### config.mk
export PLATFORM = sky130hd
export DESIGN_NAME = tcw_front
export DESIGN_NICKNAME = d
export VERILOG_FILES = /design/src/rtl/core/tcw_pkg.sv /design/src/rtl/core/tcw_front.sv
export SDC_FILE = /design/constraint.sdc
export NUM_CORES = 1
export LEC_CHECK = 0
export ABC_AREA = 1
export BUFFER_PORTS_ARGS = -buffer_cell sky130_fd_sc_hd__buf_2
export CAP_MARGIN = 15
export CELL_PAD_IN_SITES_DETAIL_PLACEMENT = 1
export CELL_PAD_IN_SITES_GLOBAL_PLACEMENT = 1
export CORE_MARGIN = 5
export CORE_UTILIZATION = 17
export DETAILED_ROUTE_END_ITERATION = 12
export PLACE_DENSITY_LB_ADDON = 0.1
export SETUP_SLACK_MARGIN = 0.4
export SLEW_MARGIN = 20
export SYNTH_ARGS = -nofsm -noshare
export SYNTH_HDL_FRONTEND = slang
export SYNTH_SLANG_ARGS = --single-unit
### constraint.sdc
create_clock -name vclk -period 1.08
set_clock_uncertainty 0.1 [all_clocks]
set_input_delay 0.108 -clock vclk [all_inputs]
set_output_delay 0.108 -clock vclk [all_outputs]
set_load 0.03 [all_outputs]
### src/rtl/core/tcw_pkg.sv
// Shared types and constants of the text console writer core.
// Stream layout widths, control codes, command and state types.
// No dependencies; every other file of the core imports this package.
`timescale 1ns / 1ps
`default_nettype none

package tcw_pkg;

   // Default screen geometry.
   localparam int DEF_COLUMNS   = 80;
   localparam int DEF_ROWS      = 25;
   localparam int DEF_TAB_WIDTH = 8;

   // Field widths of the stream payloads.
   localparam int OPCODE_W = 2;
   localparam int CHAR_W   = 8;
   localparam int ADDR_W   = 11;
   localparam int COL_W    = 7;
   localparam int ROW_W    = 5;
   localparam int OFFS_W   = 11;
   localparam int CELL_W   = 16;
   localparam int COLOR_W  = 4;
   localparam int ATTR_W   = 2 * COLOR_W;

   localparam int REQ_DATA_W = 24;
   localparam int REQ_PAD_W  = REQ_DATA_W - (CHAR_W + ADDR_W);
   localparam int RSP_DATA_W = 40;
   localparam int RSP_PAD_W  = RSP_DATA_W - (COL_W + ROW_W + OFFS_W + CELL_W);

   // Character codes with special meaning.
   localparam logic [CHAR_W-1:0] CH_BACKSPACE = 8'h08;
   localparam logic [CHAR_W-1:0] CH_TAB       = 8'h09;
   localparam logic [CHAR_W-1:0] CH_LF        = 8'h0A;
   localparam logic [CHAR_W-1:0] CH_CR        = 8'h0D;
   localparam logic [CHAR_W-1:0] CH_SPACE     = 8'h20;

   // Color register values after reset.
   localparam logic [COLOR_W-1:0] FORE_RESET = 4'hF;
   localparam logic [COLOR_W-1:0] BACK_RESET = 4'h0;

   typedef enum logic [OPCODE_W-1:0] {
      OP_PUT   = 2'd0,
      OP_CLEAR = 2'd1,
      OP_READ  = 2'd2,
      OP_NOP   = 2'd3
   } opcode_type;

   typedef enum logic [0:0] {
      CSR_FORE_COLOR = 1'b0,
      CSR_BACK_COLOR = 1'b1
   } csr_index_type;

   typedef enum logic [2:0] {
      CMD_NONE,
      CMD_PRINT,
      CMD_BACKSPACE,
      CMD_TAB,
      CMD_CR,
      CMD_LF,
      CMD_CLEAR,
      CMD_READ
   } cmd_kind_type;

   typedef struct packed {
      cmd_kind_type            kind;
      logic [CHAR_W-1:0]       char_code;
      logic [ADDR_W-1:0]       cell_address;
   } cmd_type;

   typedef struct packed {
      logic init_busy;
   } back_status_type;

   typedef enum logic [2:0] {
      ST_INIT,
      ST_IDLE,
      ST_LOAD,
      ST_EXEC,
      ST_FILL,
      ST_DONE
   } back_state_type;

endpackage

`default_nettype wire

### src/rtl/core/tcw_front.sv
// Front end of the text console writer: accepts request transactions and
// classifies them into commands for the back end.
// Depends on tcw_pkg.
`timescale 1ns / 1ps
`default_nettype none

module tcw_front (
   input  logic                               req_tvalid,
   output logic                               req_tready,
   // [7:0] char_code, [18:8] cell_address, upper bits zero
   input  logic [tcw_pkg::REQ_DATA_W-1:0]     req_tdata,
   // [1:0] opcode
   input  logic [tcw_pkg::OPCODE_W-1:0]       req_tuser,
   input  tcw_pkg::back_status_type           status,
   input  logic                               q_full,
   output logic                               q_push,
   output tcw_pkg::cmd_type                   q_cmd
);
   import tcw_pkg::*;

   opcode_type        op;
   logic [CHAR_W-1:0] char_code;
   cmd_kind_type      kind;

   assign op        = opcode_type'(req_tuser);
   assign char_code = req_tdata[CHAR_W-1:0];

   always_comb begin
      kind = CMD_NONE;
      unique case (op)
         OP_PUT: begin
            if (char_code >= CH_SPACE) begin
               kind = CMD_PRINT;
            end else begin
               unique case (char_code)
                  CH_BACKSPACE: kind = CMD_BACKSPACE;
                  CH_TAB:       kind = CMD_TAB;
                  CH_CR:        kind = CMD_CR;
                  CH_LF:        kind = CMD_LF;
                  default:      kind = CMD_NONE;
               endcase
            end
         end
         OP_CLEAR: kind = CMD_CLEAR;
         OP_READ:  kind = CMD_READ;
         default:  kind = CMD_NONE;
      endcase
   end

   // Nothing is taken while the screen is being cleared after reset.
   assign req_tready = !q_full && !status.init_busy;
   assign q_push     = req_tvalid && req_tready;

   assign q_cmd.kind         = kind;
   assign q_cmd.char_code    = char_code;
   assign q_cmd.cell_address = req_tdata[CHAR_W +: ADDR_W];

endmodule

`default_nettype wire

After elaboration in Yosys (flattened, before gate mapping)
Cells that the tools add are included.

operators by class
  equality and inequality tests = 6
  shifts and indexed selects = 0
  order comparisons = 1
  reduce and logical (&&, ||, !) cells = 5
  multiply operators = 0
  div/mod/pow operators = 0
  mux-type cells = 3
  bitwise gates (word level) = 0
  add/sub/neg operators = 0

operators by type and width
  cell                  count
  $eq A8 B4 Y1 const B  4
  $pmux W3 S4           1
  $pmux W3 S3           1
  $ge A8 B6 Y1 const B  1
  $mux W3               1
  $eq A2 B1 Y1 const B  1
  $eq A2 B2 Y1 const B  1
  $logic_and A1 B1 Y1   2
  $logic_not A1 Y1      2
  $logic_not A2 Y1      1

storage, ports and cells
  input port bits = 29
  RAM bits = 0
  latch bits = 0
  memories kept = 0
  flip-flop bits (word level) = 0
  word-level logic and storage cells = 15
  bits in read-only memories = 0

Logic depth before layout (Yosys ltp)
Gate-level depths: netlist of the first run.

  depth in word-level cells = 4
  depth in mapped cells = 8
  mapped depth without buffers = 8

Worst setup path after synthesis of the first run
No wires, ideal clock.

  path kind = in2out
  start point = in req_tuser[0] (netlist name)
  end point = out q_cmd[20] (netlist name)
  cell stages on the path = 4
  setup slack = -0.085 ns
  required time = 0.872 ns
  arrival = 0.957 ns
  path through = inv_1 ha_1 inv_1 a21oi_1

RTL lines
  what             line             RTL
  start, declared  tcw_front.sv:13  input logic [tcw_pkg::OPCODE_W-1:0] req_tuser,
  end, declared    tcw_front.sv:17  output tcw_pkg::cmd_type q_cmd

==> results of run 1 <==
[path summary, 6_finish.rpt]
path | end | start | slack [ns] | depth (start not counted)
setup / recovery | q_cmd[20] | req_tuser[1] | 0.01 | 6
hold / removal | q_cmd[0] | req_tdata[8] | 0.12 | 0
[routing by layer]
layer | share of wire (%) | global-route usage [%] | vias up
met3 | 10 | 0.554 | 2
met2 | 50 | 10.1 | 13
li1 | - | - | 178
met5 | 0 | 0 | -
met1 | 39 | 6.47 | 145
met4 | 0.25 | 0.415 | 0
[metrics by stage]
step	util (%)	hold WS [ns]
after floorplan	-	0.162
after global placement	26.1	0.116
after detailed placement	26.1	0.116
after CTS	31.6	0.116
after global routing	32.3	0.116
final	32.3	0.116
[power groups by stage]
stage               Sequential, mW  Combinational (mW)  Clock [mW]
CTS                              0               0.287           0
detailed placement               0               0.236           0
floorplan                        0               0.242           0
finish                           0               0.287           0
global route                     0               0.307           0
global placement                 0               0.234           0
[layout make-up]
cell class	instances	area [um^2]	share of cell area [%]
timing repair buffer	30	260	42.4
multi-input combinational	27	243	39.5
inverter	12	77.6	12.6
tap	27	33.8	5.50
[cell usage after synthesis]
cell,instances,area [um^2]
nand2_1,12,45.0
buf_4,19,143
inv_2,2,7.51
nand4_1,1,6.26
nor2_2,3,18.8
ha_1,2,25.0
inv_1,10,37.5
nor2_1,4,15.0
nand2_2,1,6.26
nand3_1,1,5.00
a21oi_2,1,8.76
nor3b_1,1,7.51
a21oi_1,1,5.00
[timing repair]
action,CTS,global route
setup endpoints to repair,7,5
pin swaps,10,2
endpoints found under the hold margin,0,0
resized for setup,33,3
[layout by cell type, fill, tap and decap left out, types with 2 or more instances in the layout]
cell     synthesis  layout
a21oi_4          0       2
buf_2            0      10
buf_4           19       7
buf_6            0      10
buf_8            0       3
inv_1           10       2
inv_2            2       4
inv_4            0       3
nand2_1         12       6
nand2_2          1       4
nand2_4          0       3
nor2_1           4       2
nor2_2           3       2
nor2_4           0       3
[cells by family after synthesis]
| family | Yosys count |
|---|---|
| simple gates | 23 |
| compound gates | 2 |
| buf+inv | 31 |
| fa+ha+maj | 2 |
[worst max-delay path: cells and delay by family]
family	cells	cell delay, ns
buffers and inverters	3	0.33
adder cells (fa/ha/maj)	1	0.13
AO/OA/AOI/OAI	1	0.15
AND/OR/NAND/NOR	1	0.14
==> impl_metrics.json, run 1 <==
{
  "diodes": 0,
  "slew_headroom_pct": 90.3,
  "path_class": "input port to primary output",
  "grt_max_degree": 4,
  "rsz0062_at_grt": "yes",
  "path_max_fanout": 3,
  "synth_top_family_by_area": "buffers and inverters",
  "die_w_um": 54.1,
  "status": "finished clean",
  "power_mw": 0.287,
  "ant_nets": 0,
  "p_int_mw": 0.133,
  "maxCapViolCount": 0,
  "regArea_um2": 0,
  "netSwitchingPower_mw": 0.154,
  "initial_utilization_pct": 17.4,
  "final_hold_viol_count": 0,
  "io_pins": 53,
  "syn-num-nets": 89,
  "hp-class": "input port to primary output",
  "worst_setup_path_end_kind": "primary output",
  "gp_congestion": 0.589,
  "area_delta_synth_final_pct": 86.0,
  "dpl_cell_area_um2": 497,
  "fin_crit_sh_pct": 98.9,
  "slowest_delay_ns": 0.15,
  "cts_setup_buffers": 0,
  "setup_tns_ns": 0,
  "worstPathCellList": "buf_4 > inv_2 > ha_4 > nand4_1 > a21oi_4 > buf_6",
  "p_leak_nw": 0.301,
  "p_sw_share_pct": 53.6,
  "hold_buffers": 0,
  "die_area_um2": 2920,
  "synth_xor_area_share_pct": 0,
  "power_frac_clock_pct": 0,
  "synth.cell_area_um2": 330,
  "synth-compound-area-share_pct": 4.17,
  "synthSimpleGateAreaFrac_pct": 31.4,
  "setup-violations-final": 0,
  "setup_ws_ns": 0.0117,
  "dp_cells": 96,
  "fill_cells": 226,
  "yosysUniqueCellTypes": 13,
  "synth_mux_area_share_pct": 0,
  "core_um2": 1900,
  "wl_um": 813,
  "via_count": 338,
  "io_buffers": 26,
  "dieHeight_um": 54.1,
  "antenna_found_initial": 0,
  "irDropWorstVdd_mv": 0.138,
  "fmax_ghz": 0.936,
  "rows": 16,
  "grt_pass1_wl_um": 1210,
  "dpl.hpwl_um": 718,
  "power.density_nw_per_um2": 468,
  "ys.warnings.count": 0,
  "place_ws_ns": -0.146,
  "cp_slowest_cell": "a21oi_4",
  "synthCells": 58,
  "drc_errors": 0,
  "power_frac_seq_pct": 0,
  "period_needed_ns": 1.07,
  "combPwrFrac_pct": 100.0,
  "yosysSeqAreaShare_pct": 0,
  "critPathArrivalTime_ns": 0.86,
  "design.seq.count": 0,
  "route.detailed.wl_per_inst_um": 8.47,
  "drv_slew": 0,
  "firstDrtPassIters": 1,
  "grt_usage_pct": 5.27,
  "avgViaCountPerCell": 3.52,
  "overflow": 0,
  "finalNonFillerCells": 96,
  "fin_area_um2": 614,
  "crit_required_ns": 0.87,
  "tightest_slew_ns": 0.145,
  "clkbuf_count": 0,
  "drive_above_1_share_pct": 84.1,
  "syn_area_per_cell_um2": 5.70,
  "synthAdderAreaFrac_pct": 7.58,
  "nets": 102,
  "worstSetupStartpointType": "input port",
  "dr.first_iter.drc_count": 0,
  "first_global_vias": 309
}
Power figures use the tool's default switching activity.
==> inputs of run 2 (changes only) <==
--- a/config.mk
+++ b/config.mk
@@ -11,7 +11,7 @@
 export CELL_PAD_IN_SITES_DETAIL_PLACEMENT = 1
 export CELL_PAD_IN_SITES_GLOBAL_PLACEMENT = 1
 export CORE_MARGIN = 5
-export CORE_UTILIZATION = 17
+export CORE_UTILIZATION = 14
 export DETAILED_ROUTE_END_ITERATION = 12
 export PLACE_DENSITY_LB_ADDON = 0.1
 export SETUP_SLACK_MARGIN = 0.4
==> constraint.sdc (replaced) <==
create_clock -name vclk -period 0.85
set_clock_uncertainty 0.1 [all_clocks]
set_input_delay 0.085 -clock vclk [all_inputs]
set_output_delay 0.085 -clock vclk [all_outputs]
set_load 0.03 [all_outputs]
==> impl_metrics.json, run 2 (synthesized netlist as in run 1, its figures left out) <==
{
  "final_common_cell": "buf_6",
  "final_hold_viol_count": 0,
  "rows": 17,
  "hold_buffers": 0,
  "io_pins": 53,
  "wl_um": 993,
  "route.detailed.wl_per_inst_um": 10.0,
  "maxCapViolCount": 0,
  "period_needed_ns": 1.03,
  "grt_usage_pct": 5.80,
  "status": "finished, violations left",
  "avgViaCountPerCell": 3.66,
  "grt_max_degree": 4,
  "clkbuf_count": 0,
  "firstDrtPassIters": 1,
  "path_max_fanout": 3,
  "worst_setup_path_end_kind": "primary output",
  "die_area_um2": 3430,
  "regArea_um2": 0,
  "io_buffers": 26,
  "initial_utilization_pct": 14.8,
  "drv_slew": 0,
  "grt_pass1_wl_um": 1640,
  "p_leak_nw": 0.350,
  "drc_errors": 0,
  "dieHeight_um": 58.6,
  "hp-class": "input port to primary output",
  "power_mw": 0.434,
  "rsz0062_at_grt": "yes",
  "path_class": "input port to primary output",
  "setup_ws_ns": -0.179,
  "ant_nets": 0,
  "setup_tns_ns": -0.485,
  "diodes": 0,
  "fin_crit_sh_pct": 121,
  "die_w_um": 58.6,
  "drive_above_1_share_pct": 84.5,
  "whs_path_depth": 0,
  "critPathArrivalTime_ns": 0.84,
  "dp_cells": 97,
  "crit_required_ns": 0.66,
  "antenna_found_initial": 0,
  "first_global_vias": 368,
  "area_delta_synth_final_pct": 126,
  "fmax_ghz": 0.972,
  "dr.first_iter.drc_count": 0,
  "final_cell_mix": "buf_6 (17), buf_8 (9), inv_4 (5), nand2_1 (5), nand2_2 (5)",
  "worstSetupStartpointType": "input port",
  "violations": "setup timing",
  "overflow": 0,
  "tightest_slew_ns": 0.202,
  "irDropWorstVdd_mv": 0.208,
  "design.seq.count": 0,
  "slew_headroom_pct": 86.5,
  "gp_congestion": 0.602,
  "finalNonFillerCells": 99,
  "setup-violations-final": 3,
  "core_um2": 2230,
  "dpl.hpwl_um": 841,
  "nets": 104,
  "via_count": 362,
  "power.density_nw_per_um2": 581
}
run 2: final timing paths:
kind / slack (ns) / endpoint / startpoint
worst max-delay path: -0.18 / q_cmd[20] / req_tdata[7]
worst min-delay path: 0.07 / q_cmd[3] / req_tdata[11]
run 2: cell type report:
type / count / area, um^2
fill: 258 / 1490
timing repair buffer: 32 / 382
multi-input combinational: 27 / 248
inverter: 12 / 82.6
tap: 28 / 35.0
run 2: layer usage:
metal | GRT usage [%] | up-vias | routed length [um]
met2 | 11.6 | 24 | 527
met4 | 0.647 | 0 | 5
met5 | 0 | - | 0
met3 | 1.97 | 4 | 152
met1 | 5.84 | 157 | 308
li1 | - | 177 | -
run 2: what timing repair did:
action                                  CTS  global route
endpoints found under the setup margin   13            13
pin swaps                                12             4
buffers inserted                          1             1
gates resized for setup                  61             8
run 2: power breakdown:
| group | switching, mW | internal [mW] | leakage, nW | total, mW |
|---|---|---|---|---|
| combinational | 0.208 | 0.226 | 0.350 | 0.434 |
| sequential | 0 | 0 | 0 | 0 |
| clock | 0 | 0 | 0 | 0 |
run 2: worst max-delay path, stage by stage:
cell,delay (ns)
buf_8,0.10
inv_4,0.04
nand2_4,0.05
nor2_4,0.12
nand4_1,0.14
a21oi_4,0.16
buf_6,0.14
run 2: per-stage QoR:
stage	hold WS [ns]	instance area, um^2	util [%]	setup slack [ns]
floorplan	0.106	455	-	-0.0173
detailed placement	0.0702	508	22.7	-0.322
global placement	0.0702	508	22.7	-0.320
CTS	0.0702	716	32.0	-0.199
global route	0.0700	747	33.4	-0.253
finish	0.0700	747	33.4	-0.179
