`src/rtl/core/tcw_pkg.sv`:
```
// Shared types and constants of the text console writer core.
// Stream layout widths, control codes, command and state types.
// No dependencies; every other file of the core imports this package.
`timescale 1ns / 1ps
`default_nettype none

package tcw_pkg;

   // Default screen geometry.
   localparam int DEF_COLUMNS   = 80;
   localparam int DEF_ROWS      = 25;
   localparam int DEF_TAB_WIDTH = 8;

   // Field widths of the stream payloads.
   localparam int OPCODE_W = 2;
   localparam int CHAR_W   = 8;
   localparam int ADDR_W   = 11;
   localparam int COL_W    = 7;
   localparam int ROW_W    = 5;
   localparam int OFFS_W   = 11;
   localparam int CELL_W   = 16;
   localparam int COLOR_W  = 4;
   localparam int ATTR_W   = 2 * COLOR_W;

   localparam int REQ_DATA_W = 24;
   localparam int REQ_PAD_W  = REQ_DATA_W - (CHAR_W + ADDR_W);
   localparam int RSP_DATA_W = 40;
   localparam int RSP_PAD_W  = RSP_DATA_W - (COL_W + ROW_W + OFFS_W + CELL_W);

   // Character codes with special meaning.
   localparam logic [CHAR_W-1:0] CH_BACKSPACE = 8'h08;
   localparam logic [CHAR_W-1:0] CH_TAB       = 8'h09;
   localparam logic [CHAR_W-1:0] CH_LF        = 8'h0A;
   localparam logic [CHAR_W-1:0] CH_CR        = 8'h0D;
   localparam logic [CHAR_W-1:0] CH_SPACE     = 8'h20;

   // Color register values after reset.
   localparam logic [COLOR_W-1:0] FORE_RESET = 4'hF;
   localparam logic [COLOR_W-1:0] BACK_RESET = 4'h0;

   typedef enum logic [OPCODE_W-1:0] {
      OP_PUT   = 2'd0,
      OP_CLEAR = 2'd1,
      OP_READ  = 2'd2,
      OP_NOP   = 2'd3
   } opcode_type;

   typedef enum logic [0:0] {
      CSR_FORE_COLOR = 1'b0,
      CSR_BACK_COLOR = 1'b1
   } csr_index_type;

   typedef enum logic [2:0] {
      CMD_NONE,
      CMD_PRINT,
      CMD_BACKSPACE,
      CMD_TAB,
      CMD_CR,
      CMD_LF,
      CMD_CLEAR,
      CMD_READ
   } cmd_kind_type;

   typedef struct packed {
      cmd_kind_type            kind;
      logic [CHAR_W-1:0]       char_code;
      logic [ADDR_W-1:0]       cell_address;
   } cmd_type;

   typedef struct packed {
      logic init_busy;
   } back_status_type;

   typedef enum logic [2:0] {
      ST_INIT,
      ST_IDLE,
      ST_LOAD,
      ST_EXEC,
      ST_FILL,
      ST_DONE
   } back_state_type;

endpackage

`default_nettype wire

```
`src/rtl/core/tcw_queue.sv`:
```
// Two-entry command queue between the front and back ends.
// Depends on tcw_pkg for the command type.
`timescale 1ns / 1ps
`default_nettype none

module tcw_queue (
   input  logic              clock,
   input  logic              reset,
   input  logic              push,
   input  tcw_pkg::cmd_type  push_cmd,
   output logic              full,
   input  logic              pop,
   output logic              valid,
   output tcw_pkg::cmd_type  head
);
   import tcw_pkg::*;

   cmd_type    entries_ff [2];
   logic       wr_ptr_ff, wr_ptr_in;
   logic       rd_ptr_ff, rd_ptr_in;
   logic [1:0] count_ff, count_in;
   logic       do_push, do_pop;

   assign full    = (count_ff == 2'd2);
   assign valid   = (count_ff != 2'd0);
   assign head    = entries_ff[rd_ptr_ff];
   assign do_push = push && !full;
   assign do_pop  = pop && valid;

   always_comb begin
      wr_ptr_in = do_push ? !wr_ptr_ff : wr_ptr_ff;
      rd_ptr_in = do_pop ? !rd_ptr_ff : rd_ptr_ff;
      count_in  = count_ff;
      if (do_push && !do_pop) begin
         count_in = count_ff + 2'd1;
      end else if (do_pop && !do_push) begin
         count_in = count_ff - 2'd1;
      end
   end

   always_ff @(posedge clock) begin
      if (reset) begin
         wr_ptr_ff <= 1'b0;
         rd_ptr_ff <= 1'b0;
         count_ff  <= 2'd0;
      end else begin
         wr_ptr_ff <= wr_ptr_in;
         rd_ptr_ff <= rd_ptr_in;
         count_ff  <= count_in;
      end
   end

   always_ff @(posedge clock) begin
      if (do_push) begin
         entries_ff[wr_ptr_ff] <= push_cmd;
      end
   end

endmodule

`default_nettype wire

```
`config.mk`:
```
export PLATFORM = sky130hd
export DESIGN_NAME = tcw_queue
export DESIGN_NICKNAME = d
export VERILOG_FILES = /design/src/rtl/core/tcw_pkg.sv /design/src/rtl/core/tcw_queue.sv
export SDC_FILE = /design/constraint.sdc
export NUM_CORES = 1
export LEC_CHECK = 0
export BUFFER_PORTS_ARGS = -buffer_cell sky130_fd_sc_hd__buf_4
export CAP_MARGIN = 20
export CORE_MARGIN = 5
export CORE_UTILIZATION = 40
export DETAILED_ROUTE_END_ITERATION = 8
export SYNTH_ARGS = -nofsm -noshare
export SYNTH_HDL_FRONTEND = slang
export SYNTH_SLANG_ARGS = --single-unit
```
`constraint.sdc`:
```
create_clock -name clock -period 5.2 [get_ports clock]
set_clock_uncertainty 0.05 [all_clocks]
set_input_delay 0.78 -clock clock [delete_from_list [all_inputs] [get_ports clock]]
set_output_delay 0.78 -clock clock [all_outputs]
set_load 0.01 [all_outputs]
```
Word level (Yosys, flattened, before mapping) --
Memories as Yosys holds them, arrays and structs flattened. A register that Yosys moved wholly into a read port is not among the register bits. Cells that the tools add are included.
Cells by class: add/subtract/negate cells 2, multipliers 0, div/mod/pow operators 0, order comparisons 0, equality and inequality tests 1, shift-type cells 0, mux-type cells 6, bitwise operators 0, reductions and logical operators 11
Operators by type and width (number):
- $logic_not A1 Y1 | 5
- $logic_and A1 B1 Y1 | 4
- $mux W1 | 4
- $mux W2 | 2
- $reduce_bool A2 Y1 | 2
- $add A2 B1 Y2 const B | 1
- $eq A2 B2 Y1 const B | 1
- $sub A2 B1 Y2 const B | 1
Word-level totals: bits in registers 4, latch bits 0, memory bits (writable) 44, memory bits (read-only) 0, input bits 26, logic and storage cells 24, memories kept 1
Memories:
- entries_ff | depth 2, width 22, rd ports 1, clocked after memory_dff 1, wr ports 1, line tcw_queue.sv:18 | cmd_type entries_ff [2];

Longest topological paths before layout --
Gate-level depths: netlist (run 1).
word-level depth 7, depth in mapped cells 6

Worst setup path after synthesis (run 1) --
OpenSTA, ideal clock, no wires.
path kind input to register, start in push, end mem entries_ff[0][0] (netlist name), enable pin, library setup time 377 ps, arrival 1627 ps, required time 4773 ps, slack 3146 ps, stages 3, buffers on the path 0, path through inv_1 -> or3_1 -> inv_1
Between the ends: longest elaborated chain between the ends 3
Ends and longest elaborated chain:
- from (decl) | line tcw_queue.sv:9 | input logic push,
- $logic_and A1 B1 Y1 | line tcw_queue.sv:27 | assign do_push = push && !full;
- $mux W1 | line tcw_queue.sv:54 | if (do_push) begin
- $mux W1 (not written as such) | line tcw_queue.sv:55 | entries_ff[wr_ptr_ff] <= push_cmd;
- to (decl) | line tcw_queue.sv:18
No other way between the ends.

==> results of run 1 <==
## area by class of cell
type	count	area [sq um]	area share (%)
Clock buffer	7	96.3	4.15
Clock inverter	1	5.00	0.215
Inverter	2	7.51	0.323
Multi-Input combinational cell	40	360	15.5
Sequential cell	49	1420	61.2
Tap cell	52	65.1	2.80
Timing Repair Buffer	49	368	15.8
## registers in the layout (all words and copies together), names as in the netlist, named ones only
register	flops
wr_ptr_ff	1
count_ff	2
entries_ff	44
rd_ptr_ff	1
## placed cells by master (no fill, tap or decap)
| master | Yosys | routed |
|---|---|---|
| a21oi_1 | 2 | 2 |
| and2_1 | 1 | 1 |
| buf_4 | 0 | 49 |
| clkbuf_8 | 0 | 7 |
| clkinv_2 | 0 | 1 |
| dfxtp_1 | 5 | 5 |
| edfxtp_1 | 44 | 44 |
| ha_1 | 1 | 1 |
| inv_1 | 2 | 2 |
| mux2_2 | 22 | 22 |
| nor2_1 | 4 | 4 |
| nor2b_2 | 1 | 1 |
| o21ai_0 | 3 | 3 |
| or2_2 | 1 | 1 |
| or3_1 | 2 | 2 |
| xor2_1 | 3 | 3 |
## logic make-up (layout without fill, tap and decap cells)
| group | count (synthesis) | in the layout |
|---|---|---|
| DFF | 49 | 49 |
| xor gates and xnor gates | 3 | 3 |
| adders and majority gates | 1 | 1 |
| AOI/OAI and AO/OA | 5 | 5 |
| muxes | 22 | 22 |
| buffers and inverters | 4 | 59 |
| and+or+nand+nor | 9 | 9 |
## where the power goes
| group | total (uW) | internal, uW | switching, uW |
|---|---|---|---|
| Combinational | 298 | 169 | 129 |
| Clock | 232 | 120 | 112 |
| Sequential | 540 | 498 | 41.8 |
## layer usage
metal / track usage (%) / up-vias / wire length, um
li1: - / 456 / -
met1: 9.89 / 475 / 1130
met2: 21.1 / 17 / 1810
met3: 3.16 / 2 / 106
met4: 4.64 / 0 / 24
met5: 0 / - / 0
## worst max-delay path, cell delays in order, from the launching register on
cell     delay, ns
dfxtp_1       0.97
mux2_2        0.43
buf_4         0.14
## cells in the mapped netlist
master	count	area share [%]
a21oi_1	2	0.56
and2_1	1	0.35
buf_2	2	0.56
dfxtp_1	5	5.6
edfxtp_1	44	73
ha_1	1	0.70
inv_1	2	0.42
mux2_2	22	14
nor2_1	4	0.83
nor2b_2	1	0.49
o21ai_0	3	0.83
or2_2	1	0.35
or3_1	2	0.70
xor2_1	3	1.5
## per-stage QoR
| step | instances | total power, uW | hold WS (ns) | setup slack (ns) |
|---|---|---|---|---|
| finish | 200 | 1070 | 0.438 | 2.54 |
| global placement | 192 | 848 | 0.418 | 2.82 |
| CTS | 200 | 1090 | 0.446 | 2.48 |
| detailed placement | 192 | 856 | 0.431 | 2.81 |
| global route | 200 | 1130 | 0.500 | 2.40 |
| floorplan | 93 | 710 | 0.402 | 3.15 |
## how the worst min path moves through the flow
| stage | from | to | slack [ns] | cells after the start |
|---|---|---|---|---|
| 4_1_cts | wr_ptr_ff$_SDFFE_PP0N_ | wr_ptr_ff$_SDFFE_PP0N_ | 0.45 | 2 |
| 3_5_place_dp | wr_ptr_ff$_SDFFE_PP0N_ | wr_ptr_ff$_SDFFE_PP0N_ | 0.43 | 2 |
| 2_1_floorplan | wr_ptr_ff$_SDFFE_PP0N_ | wr_ptr_ff$_SDFFE_PP0N_ | 0.40 | 2 |
| 5_1_grt | rd_ptr_ff$_SDFFE_PP0P_ | flop | 0.50 | 2 |
| 3_3_place_gp | wr_ptr_ff$_SDFFE_PP0N_ | wr_ptr_ff$_SDFFE_PP0N_ | 0.42 | 2 |
| 6_report | wr_ptr_ff$_SDFFE_PP0N_ | wr_ptr_ff$_SDFFE_PP0N_ | 0.44 | 2 |
==> impl_metrics.csv, run 1 <==
group,metric,value,unit
placement,gp_congestion,0.630,
setup_path,worstSetupEndpoint,"head[15]",
placement,placed_cell_area,0.00222,sq mm
synthesis,synth-simple-area-share,2.71,%
global_route,grt_pass1_vias,1061,
layout,drive_above_1_share,54.7,%
routing,viasPerCell,4.75,
sta,setup_viol,0,
synthesis,synth_nets,120,
sta,fin_crit_sh,51.1,%
placement,portBuffers,49,
clock_tree,clk_pin_slew,0.08,ns
floorplan,num_rows,24,
floorplan,die_w,77.1,um
sta,maxSlewHeadroom,30.4,%
floorplan,core_area,0.00435,sq mm
synthesis,ys_warn_count,0,
routing,drcViolationCount,0,
synthesis,synth_top_family_by_area,"multiplexers",
synthesis,synth_compound_area_share,1.39,%
routing,drt_iter0_markers,64,
layout,finalInstanceArea,0.00232,sq mm
sta,report.final.hold_viol_count,0,
layout,diodes,0,
sta,min_period,2.66,ns
setup_path,path_max_fanout,22,
clock_tree,cts-htree-levels,2,
setup_path,crit_path_start_kind,"flop",
synthesis,seq_area_frac_synth,79.0,%
global_route,grt_max_degree,23,
setup_path,timing.rr.end,"entries_ff[1][9]$_DFFE_PP_",
setup_path,crit_required,4.37,ns
sta,slew_viol_final,0,
setup_path,r2r_slack,3.30,ns
setup_path,r2r_start,"count_ff[1]$_SDFFE_PP0P_",
layout,num-fill-cells,363,
clock_tree,insertion_delay,0.29,ns
sta,setup-tns-final,0,ns
routing,ant_nets,0,
synthesis,synth.avg_cell_area,19.3,sq um
synthesis,synth-seq-cells,49,
clock_tree,cts_tree,"built",
job,maxCapViolCount,0,
synthesis,ys_types,14,
layout,syn_to_final_growth,29.1,%
setup_path,reg2reg_depth,3,
synthesis,muxShareOfSynthArea,13.8,%
power,vdd_ir_drop_max,251,uV
sta,worstMarginPinSlew,1.04,ns
setup_path,criticalPathCategory,"reg2out",
global_route,antenna_found_initial,0,
clock_tree,cts.sinks,49,
sta,rsz0062_at_grt,"no",
synthesis,synth_adder_area_share,0.695,%
power,cellPowerDensity,461,mW/mm^2
power,p_leak,0.000885,uW
clock_tree,cts_buffers,5,
layout,fin_nets,174,
floorplan,dieHeight,77.1,um
floorplan,initial_core_util,41.3,%
routing,firstDrtPassIters,4,
clock_tree,cts.repair.resized,0,
global_route,grt_pass1_wl,4930,um
routing,wl_per_cell,15.3,um
hold_path,holdCritPathClass,"reg2reg",
run_status,status,"finished clean",
clock_tree,cts_hold_buf,0,
floorplan,ioPinCount,50,
synthesis,synth_cells,93,
routing,vias,950,
layout,fin_util,53.4,%
sta,fmax,376,MHz
synthesis,synthXorXnorAreaFrac,1.46,%
setup_path,crit_arrival,1.83,ns
global_route,globalRouteTotalUtil,10.7,%
clock_tree,cts-root-buf,"clkbuf_8",
global_route,grt_overflow_total,0,
placement,dp_hpwl,2190,um
setup_path,critPathCaptureType,"output port",
routing,finalWirelength,3070,um
clock_tree,clockBufferDepth,2,
synthesis,syn-cell-area,0.00180,sq mm
clock_tree,cts_setup_buffers,0,
floorplan,die-area,0.00594,sq mm
Note: power is estimated with default switching activity, not from simulation.
==> run 2: changes to the inputs <==
- clock period: 5.2 -> 2.6 ns (I/O delays scaled with it)
==> impl_metrics.csv, run 2 (synthesis gave the netlist of run 1 again) <==
group,metric,value,unit
clock_tree,cts.sinks,49,
routing,wl_per_cell,14.6,um
setup_path,crit_path_start_kind,"flop",
layout,diodes,0,
hold_path,holdCritPathClass,"in2reg",
clock_tree,cts.repair.resized,0,
setup_path,worstSetupEndpoint,"head[6]",
setup_path,timing.rr.end,"count_ff[1]$_SDFFE_PP0P_",
layout,reg_top3,"entries_ff (44), count_ff (2)",
power,vdd_ir_drop_max,559,uV
placement,place_ws,0.978,ns
global_route,grt_overflow_total,0,
clock_tree,clk_pin_slew,0.08,ns
placement,portBuffers,49,
floorplan,ioPinCount,50,
global_route,grt_pass1_wl,4750,um
sta,fmax,535,MHz
clock_tree,cts_hold_buf,0,
layout,final_cells,203,
layout,layout_commonest_cell,"buf_4",
layout,largest_register_ffs,44,
placement,gp_congestion,0.685,
sta,setup-tns-final,0,ns
layout,mostFrequentLayoutCells,"buf_4 (52), edfxtp_1 (44), mux2_2 (22)",
layout,drive_above_1_share,55.6,%
sta,rsz0062_at_grt,"no",
setup_path,r2r_slack,0.97,ns
power,p_leak,0.000890,uW
layout,largest-register,"entries_ff",
global_route,globalRouteTotalUtil,10.3,%
floorplan,num_rows,24,
setup_path,crit_required,2.16,ns
sta,hold_slack,0.227,ns
setup_path,path_max_fanout,22,
global_route,grt_pass1_vias,1063,
clock_tree,insertion_delay,0.29,ns
clock_tree,cts-htree-levels,2,
routing,ant_nets,0,
sta,setup_viol,0,
sta,layout_setup_ws,0.729,ns
global_route,grt_max_degree,23,
sta,worstMarginPinSlew,0.348,ns
floorplan,die-area,0.00594,sq mm
sta,report.final.hold_viol_count,0,
floorplan,dieHeight,77.1,um
global_route,antenna_found_initial,0,
routing,vias,941,
sta,min_period,1.87,ns
routing,finalWirelength,2970,um
floorplan,core_area,0.00435,sq mm
placement,place_inst,195,
clock_tree,cts_tree,"built",
layout,fin_nets,177,
setup_path,r2r_start,"count_ff[0]$_SDFFE_PP0P_",
power,power.total,2110,uW
placement,dp_hpwl,2070,um
setup_path,criticalPathCategory,"reg2out",
clock_tree,cts_buffers,5,
sta,fin_crit_sh,72.0,%
job,maxCapViolCount,0,
sta,maxSlewHeadroom,76.5,%
clock_tree,cts_setup_buffers,0,
routing,viasPerCell,4.64,
layout,syn_to_final_growth,29.6,%
hold_path,hold_depth,1,
power,cellPowerDensity,906,mW/mm^2
setup_path,critPathCaptureType,"output port",
routing,drcViolationCount,0,
routing,firstDrtPassIters,3,
sta,slew_viol_final,0,
floorplan,die_w,77.1,um
clock_tree,cts-root-buf,"clkbuf_8",
floorplan,initial_core_util,41.3,%
run_status,status,"finished clean",
clock_tree,clockBufferDepth,2,
setup_path,crit_arrival,1.43,ns
setup_path,reg2reg_depth,4,
routing,drt_iter0_markers,32,
[run 2: through the flow]
| stage | cell area [sq um] | util (%) |
|---|---|---|
| final | 2330 | 53.5 |
| after global routing | 2330 | 53.5 |
| after CTS | 2330 | 53.5 |
| after detailed placement | 2240 | 51.6 |
| after global placement | 2240 | 51.6 |
| after floorplan | 1800 | - |
[run 2: routing by layer]
| layer | global-route usage [%] | part of all wire (%) | wire (um) |
|---|---|---|---|
| met1 | 10.7 | 39 | 1140 |
| met2 | 18.4 | 55 | 1630 |
| met3 | 4.57 | 5.3 | 157 |
| met4 | 3.09 | 1.1 | 34 |
| met5 | 0 | 0 | 0 |
[run 2: how the worst min path moves through the flow]
stage | startpoint | endpoint
floorplan | wr_ptr_ff$_SDFFE_PP0N_ | wr_ptr_ff$_SDFFE_PP0N_
global placement | wr_ptr_ff$_SDFFE_PP0N_ | wr_ptr_ff$_SDFFE_PP0N_
detailed placement | wr_ptr_ff$_SDFFE_PP0N_ | wr_ptr_ff$_SDFFE_PP0N_
CTS | push_cmd[18] | entries_ff[1][18]$_DFFE_PP_
global route | push_cmd[2] | entries_ff[1][2]$_DFFE_PP_
finish | push_cmd[21] | entries_ff[0][21]$_DFFE_PP_
[run 2: area by class of cell]
cell class	instances	area, sq um
inverters	2	7.51
well taps	52	65.1
fillers	352	2020
clock inverters	3	17.5
flip-flops and latches	49	1420
repair buffers	52	390
multi-input cells	40	360
clock buffers	5	68.8
[run 2: worst max-delay path, stage by stage (launching register included)]
cell     delay [ns]
dfxtp_1        0.31
buf_4          0.29
mux2_2         0.39
buf_4          0.15
[run 2: where the power goes]
part | switching (uW) | internal [uW] | leakage, uW
Combinational | 309 | 352 | 0.000394
Clock | 236 | 186 | 0.0000439
Sequential | 37.6 | 993 | 0.000452
Total | 582 | 1530 | 0.000890
==> run 3: changes to the inputs <==
- ABC_AREA: not set -> 1
- PLACE_DENSITY: not set -> 0.66
- clock period: 2.6 -> 1.6 ns (I/O delays scaled with it)
==> impl_metrics.csv, run 3 <==
group,metric,value,unit
run_status,status,"finished clean",
setup_path,crit_required,1.31,ns
floorplan,die-area,0.00626,sq mm
layout,largest-register,"entries_ff",
clock_tree,cts-htree-levels,2,
setup_path,path_max_fanout,11,
synthesis,ys.flop_type,"edfxtp_1",
synthesis,synth_edf_count,44,
synthesis,syn-cell-area,0.00191,sq mm
layout,syn_to_final_growth,38.7,%
synthesis,synth_top_area_share,69.2,%
routing,drt_iter0_markers,79,
layout,seqCellArea,0.00143,sq mm
clock_tree,clockBufferDepth,2,
power,p_leak,0.00106,uW
clock_tree,clk_pin_slew,0.08,ns
sta,fmax,626,MHz
placement,dp_hpwl,2430,um
job,maxCapViolCount,0,
setup_path,critPathCaptureType,"output port",
synthesis,synth.most_common_cell,"edfxtp_1",
routing,firstDrtPassIters,4,
global_route,globalRouteTotalUtil,12.1,%
floorplan,dieHeight,79.1,um
power,pwr-share-comb,38.2,%
clock_tree,cts_buffers,5,
layout,fin_nets,192,
setup_path,criticalPathCategory,"reg2out",
layout,drive_above_1_share,56.0,%
layout,layout_commonest_cell,"edfxtp_1",
sta,hold_slack,0.0819,ns
hold_path,hold_depth,1,
setup_path,crit_path_start_kind,"flop",
floorplan,num_rows,25,
layout,largest_register_ffs,44,
setup_path,reg2reg_depth,9,
power,sequentialPowerShare,44.4,%
clock_tree,cts_tree,"built",
global_route,grt_max_degree,23,
synthesis,ys_types,15,
routing,drcViolationCount,0,
synthesis,synth.avg_cell_area,18.2,sq um
synthesis,synth_nets,132,
hold_path,holdCritPathClass,"in2reg",
global_route,antenna_found_initial,0,
routing,vias,1078,
sta,setup_viol,0,
routing,ant_nets,0,
clock_tree,insertion_delay,0.29,ns
synthesis,synth-seq-cells,49,
power,switchingPower,1090,uW
sta,worstMarginPinSlew,0.198,ns
layout,mostFrequentLayoutCells,"edfxtp_1 (44), buf_4 (28), mux2_4 (22), buf_6 (22)",
sta,report.final.hold_viol_count,0,
clock_tree,cts-root-buf,"clkbuf_8",
synthesis,seq_area_frac_synth,74.4,%
synthesis,yosys.area.top_type,"edfxtp_1",
global_route,grt_pass1_vias,1208,
routing,wl_per_cell,16.5,um
synthesis,synthTopCellsByCount,"edfxtp_1 (44), mux2_4 (20), nor2_1 (8)",
placement,portBuffers,49,
floorplan,die_w,79.1,um
layout,num-fill-cells,387,
power,p_sw_share,28.1,%
power,cellPowerDensity,1460,mW/mm^2
power,p_int,2780,uW
floorplan,initial_core_util,40.7,%
sta,layout_setup_ws,0.00161,ns
layout,reg_top3,"entries_ff (44), count_ff (2)",
global_route,grt_overflow_total,0,
layout,multi_input_area,472,sq um
setup_path,r2r_slack,0.15,ns
setup_path,crit_arrival,1.31,ns
synthesis,synth_cells,105,
sta,setup-tns-final,0,ns
routing,finalWirelength,3620,um
layout,fin_util,56.5,%
sta,slew_viol_final,0,
floorplan,core_area,0.00469,sq mm
clock_tree,cts.sinks,49,
power,pwr-share-clk,17.4,%
placement,place_ws,0.0143,ns
global_route,grt_pass1_wl,5690,um
synthesis,ys_warn_count,0,
power,vdd_ir_drop_max,951,uV
sta,maxSlewHeadroom,86.7,%
sta,fin_crit_sh,99.9,%
synthesis,async_flop_share,0,%
floorplan,ioPinCount,50,
sta,rsz0062_at_grt,"yes",
sta,min_period,1.60,ns
synthesis,synthTopCellsByArea,"edfxtp_1 (69%), mux2_4 (16%), dfxtp_1 (5.2%), nor2_1 (1.6%), inv_1 (1.4%)",
routing,viasPerCell,4.90,
layout,diodes,0,
placement,gp_congestion,0.696,
-- run 3: cell types whose count changed in the layout (fill, tap and decap cells not counted), sizes merged, moves of 2 or more --
cell	delta
clkbuf	+2
inv	+6
nand3	+2
buf	+3
xor2	-3
nand2	+7
nor2	+4
or3	-2
-- run 3: area by class of cell --
type / instances / area share, %
repair buffers: 55 / 21.6
well taps: 54 / 2.55
inverters: 8 / 1.13
multi-input cells: 46 / 17.8
clock inverters: 1 / 0.189
clock buffers: 7 / 2.88
flip-flops and latches: 49 / 53.8
-- run 3: path summary, 6_finish.rpt --
| check | from | to |
|---|---|---|
| worst max-delay path | flop | head[4] |
| worst min-delay path | push_cmd[21] | entries_ff[0][21]$_DFFE_PP_ |
| worst max register to register | count_ff[1]$_SDFFE_PP0P_ | count_ff[1]$_SDFFE_PP0P_ |
| worst min register to register | rd_ptr_ff$_SDFFE_PP0P_ | rd_ptr_ff$_SDFFE_PP0P_ |
-- run 3: critical path, stage by stage (launching register included) --
cell	delay [ns]
dfxtp_4	0.42
buf_16	0.17
mux2_4	0.31
buf_6	0.12
-- run 3: repair_timing --
item,CTS,global route
setup endpoints to repair,23,24
setup buffers,0,1
gates cloned,2,0
pin swaps,0,1
hold buffers,0,0
gates resized for setup,16,18
-- run 3: power by group through the flow --
stage	logic, uW	clock network, uW	registers (uW)
floorplan	701	0	1710
global placement	1160	0	1710
detailed placement	1210	0	1720
CTS	1370	697	1720
global route	1590	751	1750
finish	1480	674	1720
-- run 3: cell families after synthesis --
| logic type | Yosys count | share of synthesized area, % |
|---|---|---|
| adder cells (fa/ha/maj) | 1 | 0.655 |
| AND/OR/NAND/NOR | 18 | 3.80 |
| flip-flops | 49 | 74.4 |
| multiplexers | 22 | 16.9 |
| AO/OA/AOI/OAI | 5 | 1.51 |
| buffers and inverters | 10 | 2.75 |
-- run 3: stage by stage --
stage	total power, uW	area, sq um	instances
after floorplan	2410	1910	105
after global placement	2870	2390	209
after detailed placement	2930	2390	209
after CTS	3780	2580	219
after global routing	4090	2650	220
final	3870	2650	220
-- run 3: routing by layer --
metal | up-vias | wire, um | part of all wire (%) | global-route usage, %
li1 | 506 | - | - | -
met3 | 9 | 164 | 4.5 | 3.06
met4 | 0 | 65 | 1.8 | 4.81
met1 | 535 | 1250 | 35 | 11.6
met2 | 28 | 2140 | 59 | 23.9
met5 | - | 0 | 0 | 0
